File: src/hw/rtl/upc_pkg.sv
package upc_pkg;

  localparam int unsigned ByteW  = 8;
  localparam int unsigned KindW  = 2;
  localparam int unsigned ClassW = 6;
  localparam int unsigned CntW   = 2;

  // configuration register indexes
  localparam logic REG_DIRECTION = 1'b0;
  localparam logic REG_KIND      = 1'b1;

  localparam logic DIR_ENCODE = 1'b0;
  localparam logic DIR_DECODE = 1'b1;

  localparam logic [KindW-1:0] KIND_USER  = 2'd0;
  localparam logic [KindW-1:0] KIND_PATH  = 2'd1;
  localparam logic [KindW-1:0] KIND_KEY   = 2'd2;
  localparam logic [KindW-1:0] KIND_VALUE = 2'd3;

  localparam logic [ClassW-1:0] MASK_USER  = 6'h05;
  localparam logic [ClassW-1:0] MASK_PATH  = 6'h0F;
  localparam logic [ClassW-1:0] MASK_QUERY = 6'h1F;

  localparam logic [ByteW-1:0] CH_SPACE = 8'h20;
  localparam logic [ByteW-1:0] CH_PCT   = 8'h25;
  localparam logic [ByteW-1:0] CH_AMP   = 8'h26;
  localparam logic [ByteW-1:0] CH_PLUS  = 8'h2B;
  localparam logic [ByteW-1:0] CH_SLASH = 8'h2F;
  localparam logic [ByteW-1:0] CH_SEMI  = 8'h3B;
  localparam logic [ByteW-1:0] CH_EQ    = 8'h3D;
  localparam logic [ByteW-1:0] CH_ZERO  = 8'h30;
  localparam logic [ByteW-1:0] CH_NINE  = 8'h39;
  localparam logic [ByteW-1:0] CH_UC_A  = 8'h41;
  localparam logic [ByteW-1:0] CH_UC_Z  = 8'h5A;
  localparam logic [ByteW-1:0] LC_OFS   = 8'h20;
  localparam logic [ByteW-1:0] HEX_ALPHA_OFS = 8'h37; // 'A' - 10
  localparam logic [ByteW-1:0] LC_DIGIT_OFS  = 8'h57; // 'a' - 10

  typedef enum logic [1:0] {
    PH_IDLE  = 2'd0,
    PH_PCT   = 2'd1,
    PH_DIGIT = 2'd2
  } upc_phase_e;

  typedef struct packed {
    upc_phase_e       phase;
    logic [ByteW-1:0] held;
  } upc_state_t;

  // up to three result bytes, sent b0 first
  typedef struct packed {
    logic [CntW-1:0]  cnt;
    logic [ByteW-1:0] b0;
    logic [ByteW-1:0] b1;
    logic [ByteW-1:0] b2;
  } upc_res_t;

  function automatic logic [ClassW-1:0] char_class(input logic [ByteW-1:0] b);
    logic [ClassW-1:0] c;
    case (b) inside
      8'h21, 8'h24, [8'h26:8'h2E], [8'h30:8'h39], 8'h3B, 8'h3D,
      [8'h41:8'h5A], 8'h5F, [8'h61:8'h7A], 8'h7E: c = 6'h01;
      8'h25:   c = 6'h20;
      8'h2F:   c = 6'h08;
      8'h3A:   c = 6'h04;
      8'h3F:   c = 6'h10;
      8'h40:   c = 6'h02;
      default: c = 6'h00;
    endcase
    return c;
  endfunction

  function automatic logic must_encode(input logic [ByteW-1:0] b,
                                       input logic [KindW-1:0] kind);
    logic [ClassW-1:0] c;
    logic              m;
    c = char_class(b);
    case (kind)
      KIND_USER:  m = (c & MASK_USER) == '0;
      KIND_PATH:  m = ((c & MASK_PATH) == '0) || (b == CH_SLASH);
      KIND_KEY:   m = (b == CH_PLUS) || (b == CH_EQ) || (b == CH_AMP) ||
                      (b == CH_SEMI) || ((c & MASK_QUERY) == '0);
      default:    m = (b == CH_PLUS) || (b == CH_AMP) || (b == CH_SEMI) ||
                      ((c & MASK_QUERY) == '0);
    endcase
    return m;
  endfunction

  function automatic logic [ByteW-1:0] hex_up(input logic [3:0] v);
    logic [ByteW-1:0] w;
    w = {4'h0, v};
    return (v < 4'd10) ? CH_ZERO + w : HEX_ALPHA_OFS + w;
  endfunction

  // no validation: non-digits fold onto the lowercase-letter offset
  function automatic logic [ByteW-1:0] digit_value(input logic [ByteW-1:0] d);
    logic [ByteW-1:0] x;
    x = d;
    if (d >= CH_ZERO && d <= CH_NINE) begin
      return d - CH_ZERO;
    end
    if (d >= CH_UC_A && d <= CH_UC_Z) begin
      x = d + LC_OFS;
    end
    return x - LC_DIGIT_OFS;
  endfunction

endpackage

File: src/hw/rtl/upc_xlate.sv
module upc_xlate (
  input  logic [upc_pkg::ByteW-1:0] byte_i,
  input  logic                      last_i,
  input  logic                      dir_i,
  input  logic [upc_pkg::KindW-1:0] kind_i,
  input  upc_pkg::upc_state_t       state_i,
  output upc_pkg::upc_res_t         res_o,
  output upc_pkg::upc_state_t       state_o
);

  logic                      query;
  logic [upc_pkg::ByteW-1:0] plain;
  logic [upc_pkg::ByteW-1:0] hi_val;
  logic [upc_pkg::ByteW-1:0] lo_val;
  logic [upc_pkg::ByteW-1:0] esc_val;

  assign query  = kind_i[1];
  assign plain  = (query && byte_i == upc_pkg::CH_PLUS) ? upc_pkg::CH_SPACE : byte_i;
  assign hi_val = upc_pkg::digit_value(state_i.held);
  assign lo_val = upc_pkg::digit_value(byte_i);
  assign esc_val = {hi_val[3:0], 4'h0} | lo_val;

  always_comb begin
    res_o   = '{cnt: 2'd0, b0: byte_i, b1: byte_i, b2: byte_i};
    state_o = state_i;
    if (dir_i == upc_pkg::DIR_ENCODE) begin
      state_o = '{phase: upc_pkg::PH_IDLE, held: '0};
      if (query && byte_i == upc_pkg::CH_SPACE) begin
        res_o.cnt = 2'd1;
        res_o.b0  = upc_pkg::CH_PLUS;
      end else if (upc_pkg::must_encode(byte_i, kind_i)) begin
        res_o.cnt = 2'd3;
        res_o.b0  = upc_pkg::CH_PCT;
        res_o.b1  = upc_pkg::hex_up(byte_i[7:4]);
        res_o.b2  = upc_pkg::hex_up(byte_i[3:0]);
      end else begin
        res_o.cnt = 2'd1;
      end
    end else begin
      case (state_i.phase)
        upc_pkg::PH_PCT: begin
          if (last_i) begin
            // escape cut short: literal '%' then the byte as a plain char
            res_o.cnt = 2'd2;
            res_o.b0  = upc_pkg::CH_PCT;
            res_o.b1  = plain;
            state_o.phase = upc_pkg::PH_IDLE;
          end else begin
            state_o.held  = byte_i;
            state_o.phase = upc_pkg::PH_DIGIT;
          end
        end
        upc_pkg::PH_DIGIT: begin
          res_o.cnt = 2'd1;
          res_o.b0  = esc_val;
          state_o.phase = upc_pkg::PH_IDLE;
        end
        default: begin
          state_o.phase = upc_pkg::PH_IDLE;
          if (byte_i == upc_pkg::CH_PCT && !last_i) begin
            state_o.phase = upc_pkg::PH_PCT;
          end else begin
            res_o.cnt = 2'd1;
            res_o.b0  = plain;
          end
        end
      endcase
    end
    if (last_i) begin
      state_o.phase = upc_pkg::PH_IDLE;
    end
  end

endmodule

File: src/hw/rtl/url_percent_codec.sv
// URL percent encoder / decoder, one byte per transfer.
// Input channel: in_valid_i / in_stall_o with in_byte_i and in_last_i (end of
// string). Output channel: out_valid_o / out_stall_i with out_byte_o,
// item_done_o (last byte caused by one input byte) and string_done_o (last byte
// of the string). Config: cfg_we_i writes cfg_wdata_i to register cfg_index_i
// (0 direction, 1 component kind); write only while the block is idle.
// An accepted byte sits in an input register, is converted combinationally into
// a result buffer of up to three bytes; the first result is valid once it is
// registered there. The buffer sends one byte per cycle while the output is not
// stalled, so the rate is one input byte per cycle for single-byte results. A
// '%' or first hex digit while decoding produces no output unless it ends the
// string. The input register takes a new byte while results are still waiting.
// Stalling the output holds the current byte; the input stalls once the input
// register is full and cannot move on.
// Reset clears the config (encode, user info), any pending escape and all
// buffered data.
module url_percent_codec (
  input  logic                      clk_i,
  input  logic                      rst_ni,
  input  logic                      cfg_we_i,
  input  logic                      cfg_index_i,
  input  logic [1:0]                cfg_wdata_i,
  input  logic                      in_valid_i,
  output logic                      in_stall_o,
  input  logic [upc_pkg::ByteW-1:0] in_byte_i,
  input  logic                      in_last_i,
  output logic                      out_valid_o,
  input  logic                      out_stall_i,
  output logic [upc_pkg::ByteW-1:0] out_byte_o,
  output logic                      item_done_o,
  output logic                      string_done_o
);

  logic                      dir_q;
  logic [upc_pkg::KindW-1:0] kind_q;

  logic                      in_vld_q;
  logic [upc_pkg::ByteW-1:0] in_byte_q;
  logic                      in_last_q;

  upc_pkg::upc_state_t st_q, st_d;
  upc_pkg::upc_res_t   res_q, res_d, res_new;
  logic                res_last_q;

  logic out_xfer;
  logic buf_free;
  logic move;
  logic in_xfer;

  assign out_xfer = out_valid_o && !out_stall_i;
  assign buf_free = (res_q.cnt == 2'd0) || (res_q.cnt == 2'd1 && out_xfer);
  assign move     = in_vld_q && buf_free;
  assign in_stall_o = in_vld_q && !buf_free;
  assign in_xfer  = in_valid_i && !in_stall_o;

  upc_xlate u_xlate (
    .byte_i  (in_byte_q),
    .last_i  (in_last_q),
    .dir_i   (dir_q),
    .kind_i  (kind_q),
    .state_i (st_q),
    .res_o   (res_new),
    .state_o (st_d)
  );

  always_ff @(posedge clk_i or negedge rst_ni) begin
    if (!rst_ni) begin
      dir_q  <= upc_pkg::DIR_ENCODE;
      kind_q <= upc_pkg::KIND_USER;
    end else if (cfg_we_i) begin
      case (cfg_index_i)
        upc_pkg::REG_DIRECTION: dir_q  <= cfg_wdata_i[0];
        upc_pkg::REG_KIND:      kind_q <= cfg_wdata_i;
        default: ;
      endcase
    end
  end

  always_ff @(posedge clk_i or negedge rst_ni) begin
    if (!rst_ni) begin
      in_vld_q <= 1'b0;
    end else if (in_xfer) begin
      in_vld_q <= 1'b1;
    end else if (move) begin
      in_vld_q <= 1'b0;
    end
  end

  always_ff @(posedge clk_i) begin
    if (in_xfer) begin
      in_byte_q <= in_byte_i;
      in_last_q <= in_last_i;
    end
  end

  always_comb begin
    res_d = res_q;
    if (move) begin
      res_d = res_new;
    end else if (out_xfer) begin
      res_d.cnt = res_q.cnt - 2'd1;
      res_d.b0  = res_q.b1;
      res_d.b1  = res_q.b2;
    end
  end

  always_ff @(posedge clk_i or negedge rst_ni) begin
    if (!rst_ni) begin
      st_q       <= '{phase: upc_pkg::PH_IDLE, held: '0};
      res_q      <= '0;
      res_last_q <= 1'b0;
    end else begin
      res_q <= res_d;
      if (move) begin
        st_q       <= st_d;
        res_last_q <= in_last_q;
      end
    end
  end

  assign out_valid_o   = res_q.cnt != 2'd0;
  assign out_byte_o    = res_q.b0;
  assign item_done_o   = res_q.cnt == 2'd1;
  assign string_done_o = item_done_o && res_last_q;

  a_str_done_item: assert property (@(posedge clk_i) disable iff (!rst_ni)
    string_done_o |-> item_done_o && out_valid_o)
    else $error("string_done without item_done");

  a_last_clears_esc: assert property (@(posedge clk_i) disable iff (!rst_ni)
    (move && in_last_q) |=> st_q.phase == upc_pkg::PH_IDLE)
    else $error("escape still pending after end of string");

  a_encode_clears: assert property (@(posedge clk_i) disable iff (!rst_ni)
    (move && dir_q == upc_pkg::DIR_ENCODE) |=>
      st_q.phase == upc_pkg::PH_IDLE && st_q.held == '0)
    else $error("encode left decode state behind");

  a_no_overrun: assert property (@(posedge clk_i) disable iff (!rst_ni)
    (out_valid_o && out_stall_i && !item_done_o) |=> out_valid_o)
    else $error("buffered result lost");

endmodule

File: config.mk
export PLATFORM = sky130hd
export DESIGN_NAME = url_percent_codec
export DESIGN_NICKNAME = d
export VERILOG_FILES = /design/src/hw/rtl/upc_pkg.sv /design/src/hw/rtl/upc_xlate.sv /design/src/hw/rtl/url_percent_codec.sv
export SDC_FILE = /design/constraint.sdc
export NUM_CORES = 1
export LEC_CHECK = 0
export BUFFER_PORTS_ARGS = -buffer_cell sky130_fd_sc_hd__buf_4
export CAP_MARGIN = 20
export CORE_ASPECT_RATIO = 0.5
export CORE_MARGIN = 2
export CORE_UTILIZATION = 33
export DETAILED_ROUTE_END_ITERATION = 8
export GPL_TIMING_DRIVEN = 0
export PLACE_DENSITY = 0.52
export SYNTH_ARGS = -nofsm -noshare
export SYNTH_HDL_FRONTEND = slang
export SYNTH_SLANG_ARGS = --single-unit
File: constraint.sdc
create_clock -name clk_i -period 3.02 [get_ports clk_i]
set_clock_uncertainty 0.05 [all_clocks]
set_input_delay 0.151 -clock clk_i [delete_from_list [all_inputs] [get_ports clk_i]]
set_output_delay 0.151 -clock clk_i [all_outputs]
set_load 0.005 [all_outputs]
# --- Word-level counts from Yosys, hierarchy flattened ---
# Cells that the tools add are included.
totals:
  word_cells: 145
  register_bits: 50
  latchBits: 0
  output_inout_bits: 12
  ramBits: 0
  inputBits: 17
  rom_bits: 0
  memories: 0
classes:
  add_sub_neg: 11
  shifts: 0
  div: 0
  n_reduce_logical: 40
  order_cmp: 14
  n_eq_ne: 21
  n_mul: 0
  muxes: 45
  bitwise: 2
op_table:
  columns: ["operator", "n"]
  rows:
  - ["8-bit by 6-bit == test with 1-bit output, second input constant", 11]
  - ["8-bit two-way mux", 11]
  - ["18-bit two-way mux", 4]
  - ["5-bit two-way mux", 7]
  - ["6-bit by 4-bit adder with 7-bit output, first input constant", 4]
  - ["8-bit by 7-bit == test with 1-bit output, second input constant", 3]
  - ["8-bit by 6-bit greater-or-equal comparator with 1-bit output, second input constant", 3]
  - ["8-bit by 7-bit greater-or-equal comparator with 1-bit output, second input constant", 3]
  - ["8-bit by 6-bit <= comparator with 1-bit output, second input constant", 3]
  - ["8-bit by 7-bit <= comparator with 1-bit output, second input constant", 3]
  - ["24-bit two-way mux", 1]
  - ["10-bit two-way mux", 2]
  - ["10-bit case mux with 2 select lines", 1]
  - ["6-bit zero test", 3]
  - ["16-bit two-way mux", 1]
  - ["4-bit two-way mux", 4]
  - ["1-bit logical AND", 15]
  - ["10-bit OR reduction", 1]
  - ["1-bit logical OR", 9]
  - ["9-bit two-way mux", 1]
  - ["8-bit by 6-bit adder with 8-bit output, second input constant", 1]
  - ["4-bit < comparator, second input constant", 2]
  - ["2-bit two-way mux", 4]
  - ["8-bit bitwise OR", 1]
  - ["other kinds (19)", 35]

# --- Depth between registers and ports, before layout ---
# Gate-level depths: netlist (run 1).
logic_depth:
  word_depth: 18
  mapped_depth: 12
  ltp_nobuf: 10

# --- Modules after synthesis ---
# A second synthesis (run 1) with hierarchy kept.
hier_totals:
  hier_cells: 423
  hier_area_um2: 4075.2
by_module_without_submodules:
  columns: ["mod", "cells_per_inst", "seq_area_each_um2", "instances", "area_each_um2"]
  rows:
  - ["url_percent_codec", 135, 1296.2, 1, 2219.6]
  - ["upc_xlate", 288, 0.0, 1, 1855.5]

# --- Worst setup path after synthesis (run 1) ---
# No wires, ideal clock.
synth_path:
  path_type: "register to register"
  startpoint: "register in_byte_q[1] (netlist name)"
  endpoint: "register res_q[1] (netlist name)"
  arrival_time_ps: 2659
  n_path_buf: 2
  stages_incl_launch_ff: 12
  synth_period_minus_slack_ps: 2785
  slack_ps: 235
  cell_sequence: "edfxtp_1 > buf_2 > inv_1 > ha_1 > nor4b_2 > o21ai_1 > and3_1 > buf_2 > o22a_2 > nor4_4 > mux2_1 > o21ai_1"
synth_between:
  elab_chain_len: 17
  elab_cells_between_ends: 57
synth_lines:
  columns: ["element", "line", "text"]
  rows:
  - ["start, declared", "url_percent_codec.sv:38", "logic [upc_pkg::ByteW-1:0] in_byte_q;"]
  - ["start signal, assigned", "url_percent_codec.sv:91", "in_byte_q <= in_byte_i;"]
  - ["parallel branches: the longest is 16 deep, another holds 8-bit by 7-bit greater-or-equal comparator with 1-bit output", null, null]
  - ["8-bit two-way mux (*)", "upc_xlate.sv:26", "if (dir_i == upc_pkg::DIR_ENCODE) begin"]
  - ["end signal, assigned", "url_percent_codec.sv:113", "res_q <= res_d;"]
  - ["end, declared", "url_percent_codec.sv:42", "upc_pkg::upc_res_t res_q, res_d, res_new;"]
# Mark *: on every way between the ends. The select of a mux whose other input is x is not followed.
# A chain may end at the register's enable or synchronous reset.

# --- Worst setup path in the final report (run 1) ---
layout_path:
  startpoint: "register in_byte_q[4] (netlist name)"
  endpoint: "register res_q[2] (netlist name)"
layout_between:
  elab_chain_len: 17
  elab_cells_between_ends: 53
layout_lines:
  columns: ["element", "line", "text"]
  rows:
  - ["parallel branches: the longest is 15 deep, another holds 8-bit by 7-bit greater-or-equal comparator with 1-bit output", null, null]
  - ["16-bit two-way mux (*)", "upc_xlate.sv:28", "if (query && byte_i == upc_pkg::CH_SPACE) begin"]
  - ["8-bit two-way mux (*)", "upc_xlate.sv:26", null]
# Marks and branches as above.

==> results.cfg, run 1 <==
[worst_setup_path]
crit_path_max_fanout = 10
slowest_stage = or4_1
slowest_delay_ns = 0.52
critPathKind = flop to flop
cp.arrival_ns = 3.07
path_buf_inv = 1
start_kind = flop
path_cells = ha_1, clkbuf_1, a211o_1, nand2_1, a221o_1, nand4_1, o22ai_4, nand2_4, or4_1, a31oi_1
path_delay_family = simple AND/OR/NAND/NOR gates
cp.required_ns = 3.20
cp-end-kind = flop

[synth]
ys.flop_type = dfrtp_1
synth_top_area_cell = dfrtp_1
async_flop_share_pct = 82.0
synth_nets = 498
ys_types = 71
syn_area_sq_um = 3820
synth_enable_flop_cells = 9
synth.area.top_cells = dfrtp_1, ha_1, edfxtp_1, nand2_1, a21oi_1
yosys_warnings = 0
synth_top_area_share_pct = 26.9
yosysSeqAreaShare_pct = 34.0
postSynthAreaPerCell_sq_um = 8.35
synthCells = 457
synth-seq-cells = 50

[sta]
finalHoldViolCount = 1
fin_crit_ns = 2.89
fin_ws_ns = 0.132
worst_slew_pin_slew_ns = 0.695
setup_viol = 0
hold_slack_ns = -0.00196
relSlewSlack_pct = 53.6
fin_crit_sh_pct = 95.6
report.final.slew_viol_count = 0
max_freq_mhz = 346
rsz0062_at_grt = false
setup_tns_ns = 0

[power]
p_switching_uw = 1720
power_uw = 3880
power.density_nw_per_um2 = 821
pwr-share-clk_pct = 15.8
seqPwrFrac_pct = 28.7
peakVddDrop_v = 0.000263
combPwrFrac_pct = 55.6
swShare_pct = 44.2
p_int_uw = 2160
power.leakage_uw = 0.00195

[cts]
htreeDepth = 2
insertion_delay_ns = 0.31
root_buffer = clkbuf_16
tritoncts = built
cts.clk_slew.worst_paths_ns = 0.07
numClockSinks = 50
cts_buffer_depth = 2
cts_buffers = 5

[global_routing]
grt_pass1_vias = 3485
track_usage_pct = 20.8
grt_pass1_wl_um = 19800
grt_start_max_net_pins = 42
antenna_found_initial = 0
globalRouteOverflowTotal = 0

[place]
gp_congestion = 0.907
dpl.hpwl_um = 9170
port_buffers = 28
place_ws_ns = -0.541
placed_cell_area_sq_um = 4210

[die]
initial_core_util_pct = 34.2
die_h_um = 80.1
boundaryPins = 29
die-width_um = 156
coreArea_sq_um = 11100
core.rowCount = 27
die_area_sq_um = 12500

[cells_and_area]
multiInputGateArea_sq_um = 2320
diodes = 0
nets = 560
fill_cells = 1132
post_route_cells_drive_above_1_share_pct = 19.4
final_area_sq_um = 4720
syn_to_final_growth_pct = 23.7
seq_area_sq_um = 1300

[routing]
wl_per_cell_um = 18.9
drt_wl_total_um = 12600
ant_nets = 0
drc = 0
vias = 3730
drt_iter0_drc = 465
viasPerCell = 5.61
drt_pass1_iterations = 5

[status]
violations = negative hold slack
outcome = finished with violations

[hold_path]
hold_path_class = input pin to flop

[run]
maxCapViolCount = 0
-- metal layers --
layer	track usage (%)	up-vias	part of all wire, %
li1	-	1757	-
met1	31.0	1777	49
met2	30.4	175	41
met3	3.89	21	8.1
met4	5.69	0	1.9
met5	0	-	0
-- state kept, by name (all words and copies together), names as in the netlist --
signal and flops:
res_q 18, res_last_q 1, in_last_q 1, in_byte_q 8
in_vld_q 1, st_q 10, kind_q 2, out_byte_o 8
dir_q 1
-- worst paths after layout --
kind | start | end | slack [ns] | depth (start not counted)
setup / recovery | in_byte_q[4] | res_q[2] | 0.13 | 10
hold / removal | in_valid_i | in_vld_q | -0.002 | 2
setup reg to reg | in_byte_q[4] | res_q[2] | 0.13 | 10
hold reg to reg | res_q[3] | res_q[3] | 0.43 | 2
max in group asynchronous | rst_ni | res_q[3] | 2.22 | 2
min in group asynchronous | rst_ni | st_q[5] | 0.32 | 2
-- worst reg2reg max path, delay by kind of cell, from the launching register on --
| family | cells | cell delay [ns] |
|---|---|---|
| AO/OA/AOI/OAI | 4 | 0.91 |
| AND/OR/NAND/NOR | 4 | 0.95 |
| flip-flops | 1 | 0.45 |
| buffers and inverters | 1 | 0.23 |
| adder cells (fa/ha/maj) | 1 | 0.23 |
-- repair_timing --
action,in CTS,in global routing
setup endpoints to repair,23,19
endpoints found under the hold margin,50,0
pin swaps,1,5
buffers inserted,7,10
gates resized for setup,11,22
hold buffers,10,0
-- cells in the final DEF, fill, tap and decap left out, types with 4 or more instances in the layout --
| cell | count |
|---|---|
| o21ai_1 | 6 |
| edfxtp_1 | 9 |
| clkbuf_16 | 5 |
| dfrtp_1 | 41 |
| a21oi_1 | 32 |
| o31ai_1 | 11 |
| xnor2_1 | 10 |
| buf_6 | 5 |
| dlygate4sd3_1 | 10 |
| nand2b_1 | 6 |
| and3_1 | 6 |
| a211oi_1 | 4 |
| nand3_1 | 15 |
| mux2i_1 | 9 |
| ha_1 | 20 |
| buf_4 | 54 |
| o21ai_0 | 25 |
| clkbuf_1 | 22 |
| nor2b_1 | 5 |
| inv_1 | 19 |
| nand2_1 | 68 |
| o22ai_1 | 6 |
| a31oi_1 | 15 |
| o211ai_1 | 6 |
| nand4_1 | 5 |
| nor2_1 | 26 |
-- power groups by stage --
| stage | clock network [uW] | logic [uW] | registers, uW |
|---|---|---|---|
| 2_1_floorplan | 0 | 1370 | 1080 |
| 3_3_place_gp | 0 | 1970 | 1130 |
| 3_5_place_dp | 0 | 1970 | 1130 |
| 4_1_cts | 618 | 2040 | 1110 |
| 5_1_grt | 651 | 2370 | 1140 |
| 6_report | 611 | 2160 | 1110 |
-- cell type report --
type	instances	share of cell area (%)
plain buffers	40	4.98
repair buffers	55	9.27
multi-input cells	343	49.1
flip-flops and latches	50	27.5
well taps	145	3.84
clock inverters	3	0.609
clock buffers	5	2.65
inverters	24	2.12
-- cell usage after synthesis, types with 3 or more instances --
| cell | instances |
|---|---|
| nand2_1 | 68 |
| dfrtp_1 | 41 |
| a21oi_1 | 32 |
| nor2_1 | 28 |
| o21ai_0 | 27 |
| ha_1 | 24 |
| inv_1 | 23 |
| clkbuf_1 | 22 |
| nand3_1 | 16 |
| a31oi_1 | 15 |
| o31ai_1 | 11 |
| xnor2_1 | 10 |
| buf_4 | 9 |
| edfxtp_1 | 9 |
| mux2i_1 | 9 |
| and3_1 | 6 |
| nand2b_1 | 6 |
| o211ai_1 | 6 |
| o22ai_1 | 6 |
| buf_2 | 5 |
| nand4_1 | 5 |
| nor2b_1 | 5 |
| a211oi_1 | 4 |
| o21ai_1 | 4 |
| a31o_2 | 3 |
| buf_6 | 3 |
| nor4_1 | 3 |
| o41ai_1 | 3 |
-- stage by stage --
step | util [%] | instances
after floorplan | - | 457
after global placement | 37.8 | 630
after detailed placement | 37.8 | 630
after CTS | 40.8 | 655
after global routing | 42.4 | 665
final | 42.4 | 665
-- cells by family (layout without fill, tap and decap cells) --
| group | count (synthesis) | in the layout | synth area share [%] |
|---|---|---|---|
| simple gates | 156 | 156 | 20.2 |
| flops | 50 | 50 | 34.0 |
| mux | 12 | 12 | 3.24 |
| xor+xnor | 12 | 12 | 2.75 |
| fa+ha+maj | 24 | 24 | 7.87 |
| buf+inv | 64 | 127 | 7.93 |
| compound gates | 139 | 139 | 24.1 |
No activity file was read; power rests on OpenSTA's default activity.
==> run 2: changes to the inputs <==
Settings changed: ABC_AREA set to 1, CTS_CLUSTER_SIZE set to 20.
==> results.cfg, run 2 <==
[worst_setup_path]
path_buf_inv = 4
cp.arrival_ns = 2.95
path_cells = clkbuf_4, clkinvlp_4, buf_4, ha_1, inv_1, nor2_2, nand2_1, nand2_1, nand2_1, nand2_2, nand2_1, nor2_2, nand2_2, nand2_4, nand2_2, a21boi_1, a21oi_1, nor2_1, nor2_1
r2r_cells = 19
path_delay_family = simple AND/OR/NAND/NOR gates
ff2ff_setup_slack_ns = 0.21
worst_path_most_repeated_cell = nand2_1
slowest_delay_ns = 0.49
cp.required_ns = 3.16
r2r_end = out_byte_o[6]
start_kind = flop
rr_startpoint = in_byte_q[5]
slowest_stage = edfxtp_1
critPathKind = flop to flop
cp-end-kind = flop
crit_path_max_fanout = 7

[synth]
synth-seq-cells = 50
synth.area.top_cells = dfrtp_1, nand2_1, ha_1, edfxtp_1, nor2_1
yosys_warnings = 0
yosysMostFrequentCell = nand2_1
postSynthAreaPerCell_sq_um = 6.92
synth_enable_flop_cells = 9
ys_top_cells_by_count = nand2_1, nor2_1, inv_1, o21ai_0, dfrtp_1
ys.flop_type = dfrtp_1
async_flop_share_pct = 82.0
yosysSeqAreaShare_pct = 33.7
synth_top_area_share_pct = 26.6
ys_types = 40
synthCells = 556
syn_area_sq_um = 3850
synth_top_area_cell = dfrtp_1
synth_nets = 597

[die]
die-width_um = 157
core.rowCount = 27
die_area_sq_um = 12600
initial_core_util_pct = 34.4
die_h_um = 80.4
coreArea_sq_um = 11200
boundaryPins = 29

[power]
p_int_uw = 2180
p_switching_uw = 1940
swShare_pct = 47.0
peakVddDrop_v = 0.000278
power_uw = 4120
seqPwrFrac_pct = 27.6
combPwrFrac_pct = 56.9
power.density_nw_per_um2 = 896
power.leakage_uw = 0.00227
pwr-share-clk_pct = 15.5

[sta]
report.final.slew_viol_count = 0
max_freq_mhz = 356
fin_crit_ns = 2.81
setup_viol = 0
relSlewSlack_pct = 51.0
setup_tns_ns = 0
fin_crit_sh_pct = 93.0
finalHoldViolCount = 0
worst_slew_pin_slew_ns = 0.732
rsz0062_at_grt = true

[routing]
viasPerCell = 4.81
drt_iter0_drc = 356
ant_nets = 0
drt_wl_total_um = 11800
drt_pass1_iterations = 5
vias = 3704
drc = 0
wl_per_cell_um = 15.3

[cells_and_area]
final_util_pct = 41.1
fill_cells = 1200
post_route_cells_drive_above_1_share_pct = 15.7
top_register = res_q
final_cells = 770
diodes = 0
largest_register_ffs = 18
mostFrequentLayoutCells = nand2_1, nor2_1, inv_1, buf_4, o21ai_0
reg_top3 = res_q x18, st_q x10
syn_to_final_growth_pct = 19.4
final_common_cell = nand2_1
nets = 651

[global_routing]
track_usage_pct = 20.1
met3_usage_pct = 4.10
grt_pass1_vias = 3431
use_met1_pct = 31.3
grt_pass1_wl_um = 19000
globalRouteOverflowTotal = 0
grt.busiest_layer = met1
grtUsageMet2_pct = 27.2
antenna_found_initial = 0
grt_start_max_net_pins = 42

[cts]
numClockSinks = 50
cts.clk_slew.worst_paths_ns = 0.08
insertion_delay_ns = 0.31
root_buffer = clkbuf_16
htreeDepth = 2
cts_buffers = 5
tritoncts = built
cts_buffer_depth = 2

[place]
port_buffers = 28
dp_cells = 743
gp_congestion = 0.957
dpl.hpwl_um = 8770

[hold_path]
hold_path_end = kind_q[1]
holdCritStartpoint = cfg_wdata_i[1]
hold_path_class = input pin to flop
hold_path_depth = 3

[run]
maxCapViolCount = 0

[status]
outcome = finished, final reports clean
==> run 2: cell count changes in the layout (fill, tap and decap cells not counted), sizes merged, moves of 7 or more <==
cell,before,now
nand2,69,160
nor2,28,78
inv,24,66
o21ai,31,51
nand3,16,32
clkbuf,27,14
a31oi,15,3
xnor2,10,0
mux2i,9,0
buf,63,56
o22ai,7,0
o31ai,11,4
==> run 2: routing by layer <==
layer	vias up	share of wire [%]
met5	-	0
li1	1892	-
met2	130	39
met3	13	7.1
met1	1669	53
met4	0	1.4
==> run 2: tightest hold or removal path, delay by kind of cell <==
family                 cells  cell delay, ns
and+or+nand+nor            1            0.03
buffers and inverters      1            0.08
AOI/OAI and AO/OA          1            0.10
==> run 2: cells by family (layout without fill, tap and decap cells) <==
family | Yosys count | count (layout) | share of synthesized area [%]
flip-flops | 50 | 50 | 33.7
XOR/XNOR | 6 | 6 | 1.56
buffers and inverters | 93 | 148 | 10.6
AND/OR/NAND/NOR | 285 | 285 | 32.0
AO/OA/AOI/OAI | 98 | 98 | 14.4
adder cells (fa/ha/maj) | 24 | 24 | 7.80
==> run 2: how the worst max path moves through the flow <==
stage                     cells after the start  slack, ns    startpoint             to
after floorplan                              17       0.62  in_byte_q[5]       res_q[5]
after global placement                       17      -0.16  in_byte_q[5]  out_byte_o[6]
after detailed placement                     17      -0.14  in_byte_q[5]  out_byte_o[6]
after CTS                                    13       0.11  in_byte_q[0]  out_byte_o[0]
after global routing                         21     -0.007  in_byte_q[5]  out_byte_o[1]
final                                        19       0.21  in_byte_q[5]  out_byte_o[6]
==> run 2: power groups by stage <==
stage / clock network, uW / registers, uW / logic, uW
2_1_floorplan: 0 / 1110 / 1600
3_3_place_gp: 0 / 1150 / 2250
3_5_place_dp: 0 / 1160 / 2250
4_1_cts: 651 / 1150 / 2290
5_1_grt: 681 / 1180 / 2650
6_report: 638 / 1140 / 2340
==> run 2: stage by stage <==
step	setup slack, ns	hold slack (ns)	cell area [sq um]
2_1_floorplan	0.619	-0.195	3850
3_3_place_gp	-0.155	0.132	4260
3_5_place_dp	-0.145	0.134	4260
4_1_cts	0.108	0.0462	4550
5_1_grt	-0.00722	0.0856	4600
6_report	0.213	0.0564	4600
==> run 2: final cells by class <==
class | instances | area (sq um) | share of cell area, %
sequential | 50 | 1300 | 28.2
tap | 159 | 199 | 4.33
buffer | 28 | 166 | 3.62
clock buffer | 6 | 139 | 3.02
multi-input combinational | 413 | 2140 | 46.7
clock inverter | 2 | 15.0 | 0.327
inverter | 65 | 255 | 5.55
timing repair buffer | 47 | 380 | 8.28
==> run 2: repair_timing <==
action | CTS | global route
pin swaps | 0 | 0
hold buffers | 11 | 0
setup endpoints to repair | 20 | 9
resized for setup | 3 | 5
hold endpoints to repair | 51 | 0
setup buffers | 3 | 5
==> run 3: changes to the inputs <==
Settings changed: ABC_AREA 1 to unset, CTS_CLUSTER_SIZE 20 to 8, PLACE_DENSITY 0.52 to 0.57.
==> results.cfg, run 3 (synthesized netlist as in run 1, its figures left out) <==
[cts]
cts.clk_slew.worst_paths_ns = 0.07
root_buffer = clkbuf_16
insertion_delay_ns = 0.30
cts_buffer_depth = 2
htreeDepth = 2
tritoncts = built
cts_buffers = 5
numClockSinks = 50

[sta]
report.final.slew_viol_count = 0
rsz0062_at_grt = false
max_freq_mhz = 348
worst_slew_pin_slew_ns = 0.633
relSlewSlack_pct = 57.8
finalHoldViolCount = 0
fin_crit_sh_pct = 95.3
setup_viol = 0
setup_tns_ns = 0
fin_crit_ns = 2.88

[status]
outcome = finished, final reports clean

[hold_path]
hold_path_depth = 2
hold_path_class = input pin to flop
hold_path_end = kind_q[1]
holdCritStartpoint = cfg_wdata_i[1]

[cells_and_area]
fill_cells = 1118
largest_register_ffs = 18
nets = 562
reg_top3 = res_q x18, st_q x10
final_cells = 667
diodes = 0
final_common_cell = nand2_1
syn_to_final_growth_pct = 24.5
post_route_cells_drive_above_1_share_pct = 19.3
final_area_sq_um = 4750
mostFrequentLayoutCells = nand2_1, buf_4, dfrtp_1, a21oi_1, o21ai_0
top_register = res_q

[power]
power.leakage_uw = 0.00197
peakVddDrop_v = 0.000281
power.density_nw_per_um2 = 835

[global_routing]
grt_pass1_vias = 3550
grt_start_max_net_pins = 42
globalRouteOverflowTotal = 0
track_usage_pct = 20.1
grt_pass1_wl_um = 19400
antenna_found_initial = 1

[die]
initial_core_util_pct = 34.2
boundaryPins = 29
core.rowCount = 27
die-width_um = 156
coreArea_sq_um = 11100
die_h_um = 80.1
die_area_sq_um = 12500

[routing]
wl_per_cell_um = 18.3
drt_iter0_drc = 353
drc = 0
viasPerCell = 5.66
vias = 3776
ant_nets = 0
drt_wl_total_um = 12200
drt_pass1_iterations = 6

[worst_setup_path]
cp-end-kind = flop
critPathKind = flop to flop
r2r_end = res_q[2]
crit_path_max_fanout = 7
r2r_cells = 12
cp.required_ns = 3.20
ff2ff_setup_slack_ns = 0.14
cp.arrival_ns = 3.05
rr_startpoint = in_byte_q[1]
start_kind = flop

[place]
placed_cell_area_sq_um = 4210
dpl.hpwl_um = 8880
dp_cells = 630
port_buffers = 28
gp_congestion = 0.955

[run]
maxCapViolCount = 0
[run 3: per-stage QoR]
stage               hold slack [ns]  setup slack, ns  total power, uW  util [%]
floorplan                    -0.195            0.235             2450         -
global placement              0.124           -0.599             3100      37.8
detailed placement            0.123           -0.614             3100      37.8
CTS                          0.0351           0.0102             3820      41.1
global route                 0.0301          0.00633             4230      42.6
finish                       0.0311            0.142             3970      42.6
[run 3: cell type report]
class	count	area, sq um	area share, %
inverter	24	103	2.16
timing repair buffer	58	475	10.0
multi-input combinational	343	2300	48.3
sequential	50	1300	27.3
buffer	39	228	4.79
tap	145	181	3.82
clock buffer	7	164	3.45
clock inverter	1	8.76	0.184
[run 3: routing by layer]
| metal | GRT usage [%] | share of wire [%] |
|---|---|---|
| met5 | 0 | 0.065 |
| met4 | 4.22 | 1.5 |
| met3 | 5.40 | 8.8 |
| met2 | 30.0 | 42 |
| met1 | 29.1 | 48 |
[run 3: power by group]
part           switching, uW  internal, uW  total [uW]  leakage, uW
Combinational           1280           913        2200      0.00130
Sequential               165           954        1120     0.000590
Clock                    270           384         654    0.0000857
Total                   1720          2250        3970      0.00197
[run 3: what timing repair did]
item	4_1_cts	5_1_grt
gates resized for setup	12	16
setup buffers	6	13
endpoints found under the hold margin	51	0
hold buffers	11	0
setup endpoints to repair	23	14
pin swaps	1	3
[run 3: critical path, stage by stage (launching register included)]
cell        delay (ns)
edfxtp_1          0.38
buf_6             0.13
clkinvlp_4        0.16
buf_4             0.18
ha_1              0.18
mux2i_1           0.14
nor4_1            0.07
a311oi_2          0.24
nand4_1           0.23
o22ai_4           0.22
nand2_4           0.11
or4_1             0.53
a31oi_1           0.18
[run 3: how the worst max path moves through the flow]
stage                     slack (ns)  cells after the start         start        to
after global placement         -0.60                     11  in_byte_q[1]  res_q[1]
after floorplan                 0.23                     11  in_byte_q[1]  res_q[1]
final                           0.14                     12  in_byte_q[1]  res_q[2]
after CTS                       0.01                     11  in_byte_q[4]  res_q[2]
after detailed placement       -0.61                     11  in_byte_q[1]  res_q[1]
after global routing           0.006                      9  in_byte_q[6]  res_q[2]
